`config.mk`:
```
export PLATFORM = sky130hd
export DESIGN_NAME = tape_title_charset_sanitizer
export DESIGN_NICKNAME = d
export VERILOG_FILES = /design/src/rtl/ttcs_pkg.sv /design/src/rtl/ttcs_ram.sv /design/src/rtl/ttcs_ctrl.sv /design/src/rtl/ttcs_datapath.sv /design/src/rtl/tape_title_charset_sanitizer.sv
export SDC_FILE = /design/constraint.sdc
export NUM_CORES = 1
export LEC_CHECK = 0
export BUFFER_PORTS_ARGS = -buffer_cell sky130_fd_sc_hd__buf_4
export CORE_UTILIZATION = 30
export CTS_CLUSTER_DIAMETER = 50
export CTS_CLUSTER_SIZE = 30
export DETAILED_ROUTE_END_ITERATION = 10
export PLACE_DENSITY = 0.49
export SYNTH_ARGS = -nofsm -noshare
export SYNTH_HDL_FRONTEND = slang
export SYNTH_SLANG_ARGS = --single-unit
```
`constraint.sdc`:
```
create_clock -name clk -period 3.89 [get_ports clk]
set_clock_uncertainty 0.15 [all_clocks]
set_input_delay 0.778 -clock clk [delete_from_list [all_inputs] [get_ports clk]]
set_output_delay 0.778 -clock clk [all_outputs]
set_load 0.03 [all_outputs]
```
`src/rtl/ttcs_pkg.sv`:
```
`default_nettype none

package ttcs_pkg;

    localparam int MAX_TITLE_DEF = 32;
    localparam int CFG_AW = 1;
    localparam int CFG_DW = 6;
    localparam int CMP_W = 8;

    localparam logic [CFG_AW-1:0] REG_VIEW_MODE = 1'b0;
    localparam logic [CFG_AW-1:0] REG_MAX_LENGTH = 1'b1;
    localparam logic [CFG_DW-1:0] MAX_LENGTH_RST = 6'd32;

    localparam logic [7:0] CH_NUL = 8'h00;
    localparam logic [7:0] CH_CR = 8'h0D;
    localparam logic [7:0] CH_SPACE = 8'h20;
    localparam logic [7:0] CH_DOT = 8'h2E;
    localparam logic [7:0] CH_DASH = 8'h2D;
    localparam logic [7:0] CH_UNDER = 8'h5F;
    localparam logic [7:0] CH_LPAREN = 8'h28;
    localparam logic [7:0] CH_RPAREN = 8'h29;
    localparam logic [7:0] CH_PLUS = 8'h2B;
    localparam logic [7:0] CH_SLASH = 8'h2F;
    localparam logic [7:0] ROM_LO = 8'h90;
    localparam logic [7:0] ROM_HI = 8'hBF;
    localparam logic [7:0] SCORE_MAX = 8'hFF;
    localparam logic [7:0] SCORE_TOP2 = 8'd253;

    // machine character ROM, codes 0x90..0xBF
    localparam logic [7:0] ROM_MID [48] = '{
        8'h20, 8'h20, 8'h65, 8'h20, 8'h20, 8'h20, 8'h74, 8'h67,
        8'h68, 8'h20, 8'h62, 8'h78, 8'h64, 8'h72, 8'h70, 8'h63,
        8'h71, 8'h61, 8'h7A, 8'h77, 8'h73, 8'h75, 8'h69, 8'h20,
        8'h4F, 8'h6B, 8'h66, 8'h76, 8'h20, 8'h75, 8'h42, 8'h6A,
        8'h6E, 8'h20, 8'h55, 8'h6D, 8'h20, 8'h20, 8'h20, 8'h6F,
        8'h6C, 8'h41, 8'h6F, 8'h61, 8'h20, 8'h79, 8'h20, 8'h20
    };

    typedef struct packed {
        logic take;
        logic start;
        logic clean;
        logic emit;
        logic clear;
    } ctrl_cmd_t;

    typedef struct packed {
        logic clean_done;
        logic out_done;
    } dp_status_t;

    function automatic logic [7:0] rom_map(input logic [7:0] c);
        logic [7:0] off;
        off = c - ROM_LO;
        if (c == CH_NUL || c == CH_CR)
            return CH_NUL;
        else if (c >= 8'h20 && c <= 8'h5F)
            return c;
        else if (c >= ROM_LO && c <= ROM_HI)
            return ROM_MID[off[5:0]];
        else
            return CH_SPACE;
    endfunction

    function automatic logic is_alnum(input logic [7:0] v);
        return (v >= 8'h41 && v <= 8'h5A) || (v >= 8'h61 && v <= 8'h7A) ||
               (v >= 8'h30 && v <= 8'h39);
    endfunction

    function automatic logic is_safe(input logic [7:0] v, input logic disp);
        return is_alnum(v) || v == CH_SPACE || v == CH_DASH || v == CH_UNDER ||
               v == CH_LPAREN || v == CH_RPAREN || v == CH_DOT || v == CH_PLUS ||
               (disp && v == CH_SLASH);
    endfunction

    function automatic logic [7:0] add_score(input logic [7:0] s, input logic [7:0] v,
                                             input logic disp);
        logic [7:0] r;
        r = s;
        if (is_alnum(v))
            r = (s <= SCORE_TOP2) ? s + 8'd2 : SCORE_MAX;
        else if (is_safe(v, disp) && v != CH_SPACE && s != SCORE_MAX)
            r = s + 8'd1;
        return r;
    endfunction

endpackage

`default_nettype wire

```
`src/rtl/ttcs_ram.sv`:
```
`default_nettype none

module ttcs_ram #(
    parameter int WIDTH = 8,
    parameter int DEPTH = 32,
    parameter int AW = (DEPTH > 1) ? $clog2(DEPTH) : 1
) (
    input  wire logic             clk,
    input  wire logic             we,
    input  wire logic [AW-1:0]    waddr,
    input  wire logic [WIDTH-1:0] wdata,
    input  wire logic [AW-1:0]    raddr,
    output logic      [WIDTH-1:0] rdata
);

    logic [WIDTH-1:0] mem [DEPTH];

    always_ff @(posedge clk)
    begin
        if (we)
        begin
            mem[waddr] <= wdata;
        end
        rdata <= mem[raddr];
    end

endmodule

`default_nettype wire

```
`src/rtl/ttcs_ctrl.sv`:
```
`default_nettype none

module ttcs_ctrl (
    input  wire logic                clk,
    input  wire logic                rst_n,
    input  wire logic                in_valid,
    input  wire logic                in_last,
    output logic                     in_ready,
    input  wire ttcs_pkg::dp_status_t status,
    output ttcs_pkg::ctrl_cmd_t      cmd
);

    import ttcs_pkg::*;

    typedef enum logic [1:0] {
        ST_LOAD,
        ST_CLEAN,
        ST_EMIT
    } state_t;

    state_t state_reg, state_next;
    logic   tready_reg, tready_next;

    always_comb
    begin
        state_next  = state_reg;
        tready_next = tready_reg;
        cmd         = '0;
        unique case (state_reg)
            ST_LOAD:
            begin
                cmd.take  = tready_reg && in_valid;
                cmd.start = tready_reg && in_valid && in_last;
                if (cmd.start)
                begin
                    state_next  = ST_CLEAN;
                    tready_next = 1'b0;
                end
            end
            ST_CLEAN:
            begin
                cmd.clean = 1'b1;
                if (status.clean_done)
                begin
                    cmd.clear  = 1'b1;
                    state_next = ST_EMIT;
                end
            end
            ST_EMIT:
            begin
                cmd.emit = 1'b1;
                if (status.out_done)
                begin
                    state_next  = ST_LOAD;
                    tready_next = 1'b1;
                end
            end
            default:
            begin
                state_next  = ST_LOAD;
                tready_next = 1'b1;
            end
        endcase
    end

    always_ff @(posedge clk or negedge rst_n)
    begin
        if (!rst_n)
        begin
            state_reg  <= ST_LOAD;
            tready_reg <= 1'b1;
        end
        else
        begin
            state_reg  <= state_next;
            tready_reg <= tready_next;
        end
    end

    assign in_ready = tready_reg;

endmodule

`default_nettype wire

```
`src/rtl/ttcs_datapath.sv`:
```
`default_nettype none

module ttcs_datapath #(
    parameter int MAX_TITLE = ttcs_pkg::MAX_TITLE_DEF
) (
    input  wire logic                         clk,
    input  wire logic                         rst_n,
    input  wire logic                         cfg_we,
    input  wire logic [ttcs_pkg::CFG_AW-1:0]  cfg_addr,
    input  wire logic [ttcs_pkg::CFG_DW-1:0]  cfg_wdata,
    input  wire logic [7:0]                   in_byte,
    input  wire ttcs_pkg::ctrl_cmd_t          cmd,
    output ttcs_pkg::dp_status_t              status,
    output logic                              out_valid,
    input  wire logic                         out_ready,
    output logic [6:0]                        out_char,
    output logic                              out_present,
    output logic                              out_last,
    output logic                              out_title_valid
);

    import ttcs_pkg::*;

    localparam int CW = $clog2(MAX_TITLE + 1);
    localparam int AW = (MAX_TITLE > 1) ? $clog2(MAX_TITLE) : 1;

    logic              disp_mode_reg;
    logic [CFG_DW-1:0] max_len_reg;

    logic [CW-1:0] byte_count_reg, byte_count_next;
    logic          stop_seen_reg, stop_seen_next;
    logic [7:0]    ascii_score_reg, ascii_score_next;
    logic [7:0]    mapped_score_reg, mapped_score_next;
    logic          clean_disp_reg, clean_disp_next;

    logic [CW-1:0] rd_idx_reg, rd_idx_next;
    logic          rd_vld_reg, rd_vld_next;
    logic [CW-1:0] n_reg, n_next;
    logic [CW-1:0] ntrim_reg, ntrim_next;
    logic          prev_rep_reg, prev_rep_next;
    logic          alnum_reg, alnum_next;

    logic [CW-1:0] e_idx_reg, e_idx_next;
    logic          e_fly_reg, e_fly_next;
    logic          ovalid_reg, ovalid_next;
    logic [6:0]    ochar_reg, ochar_next;
    logic          opres_reg, opres_next;
    logic          olast_reg, olast_next;
    logic          otv_reg, otv_next;

    logic       store_ok, is_term, title_we;
    logic [7:0] title_rdata, v_sel;
    logic       direct, issue_rd, lead_skip, v_safe;
    logic       clean_we;
    logic [6:0] clean_wdata, clean_rdata;
    logic       free, issue_emit, emit_empty;

    assign store_ok = !stop_seen_reg &&
                      (CMP_W'(byte_count_reg) < CMP_W'(max_len_reg)) &&
                      (byte_count_reg < CW'(MAX_TITLE));
    assign is_term  = (in_byte == CH_NUL) || (in_byte == CH_CR);
    assign title_we = cmd.take && store_ok && !is_term;

    assign direct   = ascii_score_reg >= mapped_score_reg;
    assign v_sel    = direct ? title_rdata : rom_map(title_rdata);
    assign issue_rd = cmd.clean && (rd_idx_reg < byte_count_reg);
    assign lead_skip = (v_sel == CH_SPACE || v_sel == CH_DOT) && (n_reg == '0);
    assign v_safe   = is_safe(v_sel, clean_disp_reg);

    assign free       = !ovalid_reg || out_ready;
    assign issue_emit = cmd.emit && !e_fly_reg && free && (e_idx_reg < ntrim_reg);
    assign emit_empty = cmd.emit && !e_fly_reg && free && (ntrim_reg == '0) &&
                        (e_idx_reg == '0);

    always_comb
    begin
        byte_count_next   = byte_count_reg;
        stop_seen_next    = stop_seen_reg;
        ascii_score_next  = ascii_score_reg;
        mapped_score_next = mapped_score_reg;
        clean_disp_next   = clean_disp_reg;
        rd_idx_next       = rd_idx_reg;
        rd_vld_next       = issue_rd;
        n_next            = n_reg;
        ntrim_next        = ntrim_reg;
        prev_rep_next     = prev_rep_reg;
        alnum_next        = alnum_reg;
        e_idx_next        = e_idx_reg;
        e_fly_next        = issue_emit;
        ovalid_next       = ovalid_reg;
        ochar_next        = ochar_reg;
        opres_next        = opres_reg;
        olast_next        = olast_reg;
        otv_next          = otv_reg;
        clean_we          = 1'b0;
        clean_wdata       = v_sel[6:0];

        // load
        if (cmd.take && store_ok)
        begin
            if (is_term)
            begin
                stop_seen_next = 1'b1;
            end
            else
            begin
                byte_count_next   = byte_count_reg + 1'b1;
                ascii_score_next  = add_score(ascii_score_reg, in_byte, disp_mode_reg);
                mapped_score_next = add_score(mapped_score_reg, rom_map(in_byte),
                                              disp_mode_reg);
            end
        end
        if (cmd.start)
        begin
            clean_disp_next = disp_mode_reg;
            rd_idx_next     = '0;
            n_next          = '0;
            ntrim_next      = '0;
            prev_rep_next   = 1'b0;
            alnum_next      = 1'b0;
            e_idx_next      = '0;
        end

        // clean pass, one stored byte per cycle
        if (issue_rd)
        begin
            rd_idx_next = rd_idx_reg + 1'b1;
        end
        if (rd_vld_reg && !lead_skip)
        begin
            if (!v_safe)
            begin
                if (!prev_rep_reg)
                begin
                    clean_we      = 1'b1;
                    clean_wdata   = CH_UNDER[6:0];
                    n_next        = n_reg + 1'b1;
                    ntrim_next    = n_reg + 1'b1;
                    prev_rep_next = 1'b1;
                end
            end
            else
            begin
                clean_we      = 1'b1;
                n_next        = n_reg + 1'b1;
                prev_rep_next = 1'b0;
                if (is_alnum(v_sel))
                begin
                    alnum_next = 1'b1;
                end
                if (v_sel != CH_SPACE && v_sel != CH_DOT)
                begin
                    ntrim_next = n_reg + 1'b1;
                end
            end
        end
        if (cmd.clear)
        begin
            byte_count_next   = '0;
            stop_seen_next    = 1'b0;
            ascii_score_next  = '0;
            mapped_score_next = '0;
        end

        // emit
        if (issue_emit)
        begin
            e_idx_next = e_idx_reg + 1'b1;
        end
        if (ovalid_reg && out_ready)
        begin
            ovalid_next = 1'b0;
        end
        if (e_fly_reg)
        begin
            ovalid_next = 1'b1;
            ochar_next  = clean_rdata;
            opres_next  = 1'b1;
            olast_next  = (e_idx_reg == ntrim_reg);
            otv_next    = alnum_reg;
        end
        else if (emit_empty)
        begin
            e_idx_next  = CW'(1);
            ovalid_next = 1'b1;
            ochar_next  = '0;
            opres_next  = 1'b0;
            olast_next  = 1'b1;
            otv_next    = 1'b0;
        end
    end

    always_ff @(posedge clk or negedge rst_n)
    begin
        if (!rst_n)
        begin
            disp_mode_reg    <= 1'b0;
            max_len_reg      <= MAX_LENGTH_RST;
            byte_count_reg   <= '0;
            stop_seen_reg    <= 1'b0;
            ascii_score_reg  <= '0;
            mapped_score_reg <= '0;
            clean_disp_reg   <= 1'b0;
            rd_idx_reg       <= '0;
            rd_vld_reg       <= 1'b0;
            n_reg            <= '0;
            ntrim_reg        <= '0;
            prev_rep_reg     <= 1'b0;
            alnum_reg        <= 1'b0;
            e_idx_reg        <= '0;
            e_fly_reg        <= 1'b0;
            ovalid_reg       <= 1'b0;
        end
        else
        begin
            if (cfg_we)
            begin
                unique case (cfg_addr)
                    REG_VIEW_MODE:  disp_mode_reg <= cfg_wdata[0];
                    REG_MAX_LENGTH: max_len_reg   <= cfg_wdata;
                    default:        ;
                endcase
            end
            byte_count_reg   <= byte_count_next;
            stop_seen_reg    <= stop_seen_next;
            ascii_score_reg  <= ascii_score_next;
            mapped_score_reg <= mapped_score_next;
            clean_disp_reg   <= clean_disp_next;
            rd_idx_reg       <= rd_idx_next;
            rd_vld_reg       <= rd_vld_next;
            n_reg            <= n_next;
            ntrim_reg        <= ntrim_next;
            prev_rep_reg     <= prev_rep_next;
            alnum_reg        <= alnum_next;
            e_idx_reg        <= e_idx_next;
            e_fly_reg        <= e_fly_next;
            ovalid_reg       <= ovalid_next;
        end
    end

    always_ff @(posedge clk)
    begin
        ochar_reg <= ochar_next;
        opres_reg <= opres_next;
        olast_reg <= olast_next;
        otv_reg   <= otv_next;
    end

    ttcs_ram #(
        .WIDTH (8),
        .DEPTH (MAX_TITLE),
        .AW    (AW)
    ) u_title_ram (
        .clk   (clk),
        .we    (title_we),
        .waddr (byte_count_reg[AW-1:0]),
        .wdata (in_byte),
        .raddr (rd_idx_reg[AW-1:0]),
        .rdata (title_rdata)
    );

    ttcs_ram #(
        .WIDTH (7),
        .DEPTH (MAX_TITLE),
        .AW    (AW)
    ) u_clean_ram (
        .clk   (clk),
        .we    (clean_we),
        .waddr (n_reg[AW-1:0]),
        .wdata (clean_wdata),
        .raddr (e_idx_reg[AW-1:0]),
        .rdata (clean_rdata)
    );

    assign status.clean_done = (rd_idx_reg == byte_count_reg) && !rd_vld_reg;
    assign status.out_done   = ovalid_reg && out_ready && olast_reg;

    assign out_valid       = ovalid_reg;
    assign out_char        = ochar_reg;
    assign out_present     = opres_reg;
    assign out_last        = olast_reg;
    assign out_title_valid = otv_reg;

endmodule

`default_nettype wire

```
`src/rtl/tape_title_charset_sanitizer.sv`:
```
// Channel  Dir  Signals                          Contents
// s_axis   in   tvalid tready tdata tlast        title_byte; tlast = last_byte
// m_axis   out  tvalid tready tdata tuser tlast  out_char; char_present, title_valid
// cfg      in   cfg_we cfg_addr cfg_wdata        0 view_mode, 1 max_length
//
// Title bytes are taken one per cycle while tready is high. After the last beat the stored
// title is cleaned at one byte per cycle through the title RAM read port, then
// emitted through the clean RAM read and the output register; a new character
// read is issued only when none is in flight and the output register is free.
// No input beat is taken from the last input beat until the last output beat.
// rst_n clears control state; the RAMs need no clearing.
`default_nettype none

module tape_title_charset_sanitizer #(
    parameter int MAX_TITLE = ttcs_pkg::MAX_TITLE_DEF
) (
    input  wire logic                         clk,
    input  wire logic                         rst_n,
    input  wire logic                         cfg_we,
    input  wire logic [ttcs_pkg::CFG_AW-1:0]  cfg_addr,
    input  wire logic [ttcs_pkg::CFG_DW-1:0]  cfg_wdata,
    input  wire logic                         s_axis_tvalid,
    output logic                              s_axis_tready,
    input  wire logic [7:0]                   s_axis_tdata,   // [7:0] title_byte
    input  wire logic                         s_axis_tlast,
    output logic                              m_axis_tvalid,
    input  wire logic                         m_axis_tready,
    output logic [7:0]                        m_axis_tdata,   // [6:0] out_char, [7] zero
    output logic [1:0]                        m_axis_tuser,   // [0] char_present, [1] title_valid
    output logic                              m_axis_tlast
);

    import ttcs_pkg::*;

    ctrl_cmd_t  cmd;
    dp_status_t status;
    logic [6:0] out_char;
    logic       out_present;
    logic       out_title_valid;

    ttcs_ctrl u_ctrl (
        .clk      (clk),
        .rst_n    (rst_n),
        .in_valid (s_axis_tvalid),
        .in_last  (s_axis_tlast),
        .in_ready (s_axis_tready),
        .status   (status),
        .cmd      (cmd)
    );

    ttcs_datapath #(
        .MAX_TITLE (MAX_TITLE)
    ) u_datapath (
        .clk             (clk),
        .rst_n           (rst_n),
        .cfg_we          (cfg_we),
        .cfg_addr        (cfg_addr),
        .cfg_wdata       (cfg_wdata),
        .in_byte         (s_axis_tdata),
        .cmd             (cmd),
        .status          (status),
        .out_valid       (m_axis_tvalid),
        .out_ready       (m_axis_tready),
        .out_char        (out_char),
        .out_present     (out_present),
        .out_last        (m_axis_tlast),
        .out_title_valid (out_title_valid)
    );

    assign m_axis_tdata = {1'b0, out_char};
    assign m_axis_tuser = {out_title_valid, out_present};

endmodule

`default_nettype wire

```
# == Word-level counts from Yosys, hierarchy flattened ==
# Memories as Yosys holds them, arrays and structs flattened. A register that Yosys moved wholly into a read port is not among the register bits.
# Index checks and enable logic that the tools add are counted.
# classes
n_addsub,10
n_lt_le_gt_ge,35
n_eq_ne,40
n_mux,84
bitwise,4
reduce_logical,99
# ops
op,n
two-way mux 8 bit,24
"== test 8 x 6 -> 1 bit, second input constant",21
two-way mux 6 bit,18
"less-or-equal comparator 8 x 7 -> 1 bit, second input constant",8
"greater-or-equal comparator 8 x 7 -> 1 bit, second input constant",6
"greater-or-equal comparator 8 x 6 -> 1 bit, second input constant",5
logical AND 1 bit,38
two-way mux 7 bit,5
logical OR 1 bit,34
"less-or-equal comparator 8 bit, second input constant",4
"inequality test 8 x 6 -> 1 bit, second input constant",4
two-way mux 1 bit,31
"adder 6 x 1 -> 6 bit, second input constant",4
"== test 8 x 7 -> 1 bit, second input constant",3
"less-or-equal comparator 8 x 6 -> 1 bit, second input constant",3
zero test 6 bit,3
less-than comparator 6 bit,3
"adder 8 x 1 -> 8 bit, second input constant",2
"adder 8 x 2 -> 8 bit, second input constant",2
"== test 8 x 4 -> 1 bit, second input constant",2
"greater-or-equal comparator 8 bit, second input constant",2
zero test 8 bit,2
"inequality test 8 bit, second input constant",2
"greater-or-equal comparator 7 bit, second input constant",2
19 further kinds,44
# totals
ff_bits,73
mem_bits_rw,480
mem_bits_ro,1024
inputBits,21
elab_cells,298
memories,4
# mem_list
memory,words,width,read_ports,rd_clocked_by_memory_dff,write_ports,line,rtl
(no name shown),64,8,1,0,0,ttcs_pkg.sv:60,return ROM_MID[off[5:0]];
(no name shown),64,8,1,0,0,ttcs_pkg.sv:60,
u_datapath.u_title_ram.mem,32,8,1,1,1,ttcs_ram.sv:16,logic [WIDTH-1:0] mem [DEPTH];
u_datapath.u_clean_ram.mem,32,7,1,1,1,ttcs_ram.sv:16,

# == Logic depth before layout (Yosys ltp) ==
# depth
ltp_word,28
ltp_mapped,15
depth_no_buf,12

# == Cells and area by module ==
# From an unflattened synthesis, not the netlist that was laid out.
# hier_totals
cells_unflattened,1594
area_unflattened_um2,25655.9
# by_module_without_submodules
module,instances,cells_each,area_each_um2,seq_area_each_um2
ttcs_ram at u_datapath.u_title_ram,1,417,10053.4,7847.5
ttcs_ram at u_datapath.u_clean_ram,1,370,8833.5,6866.6
ttcs_datapath,1,785,6563.8,1793.0
ttcs_ctrl,1,18,178.9,76.3
tape_title_charset_sanitizer,1,4,26.3,0.0

# == Least setup slack after synthesis ==
# No wires, ideal clock.
# synth_timing
path_kind,register to register
start,register u_datapath.u_title_ram.rdata[1] (read register of u_datapath.u_title_ram.mem)
end,memory u_datapath.u_clean_ram.mem[0][0] (data pin)
setup_ns,0.278
t_arrival_ns,3.695
t_required_ns,3.462
setup_slack_ns,-0.233
path_stages_with_launch,15
n_path_buf,2
synth_period_minus_slack_ns,4.123
cell_sequence,dfxtp_1 -> inv_1 -> ha_1 -> nor3b_2 -> a211oi_2 -> nor3_2 -> a22o_1 -> buf_6 -> a32oi_1 -> nor2_1 -> a22oi_2 -> or3b_1 -> or4_4 -> buf_6 -> nand2_1
# synth_via
elab_chain_cells,23
elab_cells_between_ends,53
# synth_lines
element,line,rtl
from (decl),ttcs_ram.sv:13,output logic [WIDTH-1:0] rdata
subtractor 6 x 5 -> 6 bit,ttcs_pkg.sv:54,off = c - ROM_LO;
inverter 6 -> 7 bit (not written as such),ttcs_pkg.sv:60,
memory read (64 x 8 bit),-,
two-way mux 8 bit (not written as such) (2 in series),ttcs_pkg.sv:60,
two-way mux 8 bit,ttcs_pkg.sv:59,else if (c >= ROM_LO && c <= ROM_HI)
two-way mux 8 bit,ttcs_pkg.sv:57,else if (c >= 8'h20 && c <= 8'h5F)
two-way mux 8 bit,ttcs_pkg.sv:55,if (c == CH_NUL || c == CH_CR)
two-way mux 8 bit (*),ttcs_datapath.sv:65,assign v_sel = direct ? title_rdata : rom_map(title_rdata);
greater-or-equal comparator 8 x 7 -> 1 bit or less-or-equal comparator 8 x 7 -> 1 bit (tied branches),ttcs_pkg.sv:66,return (v >= 8'h41 && v <= 8'h5A) || (v >= 8'h61 && v <= 8'h7A) ||
logical AND 1 bit,ttcs_pkg.sv:66,
logical OR 1 bit (2 in series),ttcs_pkg.sv:66,
logical OR 1 bit (4 in series),ttcs_pkg.sv:71,return is_alnum(v) || v == CH_SPACE || v == CH_DASH || v == CH_UNDER ||
logical OR 1 bit (4 in series),ttcs_pkg.sv:72,v == CH_LPAREN || v == CH_RPAREN || v == CH_DOT || v == CH_PLUS ||
two-way mux 7 bit,ttcs_datapath.sv:131,if (!v_safe)
two-way mux 7 bit (*),ttcs_datapath.sv:129,if (rd_vld_reg && !lead_skip)
named net u_datapath.clean_wdata[0],ttcs_datapath.sv:55,"logic [6:0] clean_wdata, clean_rdata;"
to (decl),ttcs_ram.sv:16,
# Mark *: on every way through the listed nets, which the timed path passes. The rest lies on a longest branch. The select of a mux whose other input is x is not followed.

# == Final worst setup path ==
# layout_timing
start,register u_datapath.mapped_score_reg[0]
end,"memory u_datapath.u_clean_ram.mem[6][5], in the netlist u_datapath.u_clean_ram.mem[3][5] (data pin)"
# layout_via
elab_chain_cells,16
elab_cells_between_ends,37
# layout_lines
element,line,rtl
from (decl),ttcs_datapath.sv:33,"logic [7:0] mapped_score_reg, mapped_score_next;"
from (signal assigned),ttcs_datapath.sv:227,mapped_score_reg <= mapped_score_next;
greater-or-equal comparator 8 bit (*),ttcs_datapath.sv:64,assign direct = ascii_score_reg >= mapped_score_reg;
two-way mux 8 bit (*),ttcs_datapath.sv:65,
greater-or-equal comparator 8 x 7 -> 1 bit or less-or-equal comparator 8 x 7 -> 1 bit (tied branches),ttcs_pkg.sv:66,
logical AND 1 bit,ttcs_pkg.sv:66,
logical OR 1 bit (2 in series),ttcs_pkg.sv:66,
logical OR 1 bit (4 in series),ttcs_pkg.sv:71,
logical OR 1 bit (4 in series),ttcs_pkg.sv:72,
two-way mux 7 bit,ttcs_datapath.sv:131,
two-way mux 7 bit (*),ttcs_datapath.sv:129,
named net u_datapath.clean_wdata[5],ttcs_datapath.sv:55,
# Mark *: on every way through the listed nets, which the timed path passes. The rest lies on a longest branch.

==> impl_metrics.yaml <==
timing:
  setup_viol: 0
  tightest_slew_ns: 0.873
  max_freq_ghz: 0.258
  slew_viol_final: 0
  relSlewSlack: 0.418
  holdWs_ns: 0.134
  finalHoldViolCount: 0
  rsz0062_at_grt: "true"
  fin_crit_sh: 0.996
  min_period_ns: 3.87
  setup_tns_ns: 0
cts:
  cts_max_level: 3
  root_buffer: "clkbuf_16"
  cts_buffers: 68
  cts_sinks: 568
  clkTransAtPathRegs_ns: 0.05
  clk_latency_ns: 0.61
  tritoncts: "done"
  cts_buffer_depth: 3
power_and_ir_drop:
  p_per_area_nw_per_um2: 723
  ir_worst_vdd_mv: 0.441
  power.leakage_nw: 11.0
  power_mw: 23.0
detailed_routing:
  wl_um: 63000
  drc_errors: 0
  drt-initial-drc-count: 1203
  first_pass_iters: 5
  viasPerCell: 4.95
  detail-route-antenna-nets: 0
  num_vias: 14800
  avgRoutedWirePerCell_um: 21.1
placed_design:
  dp_cells: 2852
  io_buffers: 32
  hpwl_um: 41600
  place.gp.congestion: 0.849
synthesis:
  synthesis.instances: 1561
  synth_fp_nets: 1649
  syn_area_um2: 25600
  yosys.cell_types.count: 102
  synth_top_family_by_area: "multiplexers"
  ys_seq_area_frac: 0.647
  synth_edf_count: 489
  yosys.area_share.simple: 0.0735
  synth.mux.area_fraction: 0.154
  avgSynthCellArea_um2: 16.4
  ys_ff_latch: 568
  synthAdderAreaFrac: 0.0327
  yosys.area_share.xor_xnor: 0.00376
  ys.flop_type: "edfxtp_1"
  ys_warn_count: 0
  synthArstFlopShare: 0.111
  synth_compound_area_frac: 0.0643
floorplan:
  core_area_um2: 84100
  die-area_um2: 86600
  start_util: 0.305
  rows: 106
  die_width_um: 294
  chipHeight_um: 294
  ios: 34
global_routing:
  track_usage: 0.147
  antenna_found_initial: 0
  gr-total-overflow: 0
  grt_max_degree: 64
  grt_pass1_wl_um: 96400
  grt_pass1_vias: 15400
setup_path:
  crit_chain: "ha_4 -> nand2b_4 -> a211oi_4 -> o221ai_4 -> a22o_1 -> buf_6 -> a32oi_4 -> a41oi_2 -> a22oi_2 -> or3b_1 -> or4_4 -> and2_4"
  reg2reg_slack_ns: 0.02
  cpPeakStageDelay_ns: 0.54
  slowest_stage: "or4_4"
  crit_fanout: 32
  critPathKind: "reg2reg"
  cp_data_required_time_ns: 4.04
  crit_buf_inv: 1
  critPathCaptureType: "flop"
  path_delay_family: "simple AND/OR/NAND/NOR gates"
  worstSetupStartpointType: "flop"
  worstPathArrival_ns: 4.02
flow_run:
  drv_cap: 0
cells_and_area:
  antenna_cells: 0
  regMostFlops: "u_datapath.u_title_ram.mem"
  reg_top3: "u_datapath.u_title_ram.mem (256), u_datapath.u_clean_ram.mem (224)"
  layout-drive-gt1-share: 0.358
  finish.utilization: 0.379
  largest_reg_flops: 256
  mostFrequentLayoutCell: "edfxtp_1"
  stdcell_count: 2980
  area_delta_synth_final_pct: 24.2
  mostFrequentLayoutCells: "edfxtp_1, buf_4, mux4_2, nand2_1, clkbuf_16"
  finalNetCount: 1880
min_path:
  hold_path.class: "in2async"
run_status:
  outcome: "complete, no violations"
[layout make-up]
type                       instances  area (µm²)
multi-input combinational        844        8890
sequential                       568       16600
inverter                          62         233
tap                             1134        1420
timing repair buffer             248        2400
clock buffer                      73        1730
clock inverter                    51         562
fill                            7897       52300
[worst paths after layout]
| path | start | endpoint | cells after the start |
|---|---|---|---|
| worst max register to register | u_datapath.mapped_score_reg[0] | u_datapath.u_clean_ram.mem[3][5] | 12 |
| worst min register to register | u_datapath.out_present | u_datapath.out_present | 1 |
| min in group clk | cfg_wdata[1] | u_datapath.max_len_reg[1] | 2 |
| max in group asynchronous | rst_n | u_datapath.rd_idx_reg[0] | 1 |
| worst min-delay path | rst_n | u_datapath.e_idx_reg[1] | 1 |
| worst max-delay path | u_datapath.mapped_score_reg[0] | u_datapath.u_clean_ram.mem[3][5] | 12 |
[power breakdown]
part | leakage (nW) | switching [mW] | internal (mW) | total [mW]
sequential | 5.35 | 0.561 | 7.83 | 8.39
combinational | 4.54 | 4.44 | 3.85 | 8.29
clock | 1.10 | 2.77 | 3.59 | 6.36
[synthesized netlist by cell type, types with 13 or more instances]
master / number / area (µm²)
a21o_1: 14 / 105
a21oi_1: 39 / 195
and2_1: 16 / 100
and3_1: 39 / 244
buf_2: 13 / 65.1
clkbuf_1: 53 / 199
dfrtp_1: 61 / 1530
dfxtp_1: 16 / 320
edfxtp_1: 489 / 14700
ha_1: 67 / 838
inv_1: 59 / 221
mux2_2: 30 / 338
mux2i_1: 22 / 220
mux4_2: 150 / 3380
nand2_1: 75 / 282
nand2b_1: 14 / 87.6
nand3_1: 34 / 170
nand4_1: 15 / 93.8
nor2_1: 65 / 244
nor3_1: 14 / 70.1
o21ai_0: 31 / 155
[per-layer routing]
layer	up-vias	global-route usage	part of all wire
li1	6727	-	-
met1	7621	0.199	0.44
met2	322	0.248	0.50
met3	92	0.0220	0.038
met4	0	0.0376	0.020
met5	-	0	0
[kinds of logic (layout without fill, tap and decap cells)]
kind of cell	Yosys count	after routing
adder cells (fa/ha/maj)	67	67
flip-flops	568	568
multiplexers	202	202
other	1	1
XOR/XNOR	11	11
buffers and inverters	149	434
AND/OR/NAND/NOR	346	346
AO/OA/AOI/OAI	217	217
[repair_timing]
item	4_1_cts	5_1_grt
cloned	2	1
pin swaps	7	14
setup buffers	2	8
setup endpoints to repair	291	419
hold buffers	0	0
gates resized for setup	33	44
[metrics by stage]
| step | setup WS, ns | cell area (µm²) |
|---|---|---|
| 2_1_floorplan | -0.0489 | 25800 |
| 5_1_grt | -0.0866 | 31800 |
| 6_report | 0.0175 | 31800 |
| 3_3_place_gp | -0.163 | 29100 |
| 4_1_cts | 0.0166 | 31700 |
| 3_5_place_dp | -0.202 | 29100 |
No activity file was read; power rests on OpenSTA's default activity.
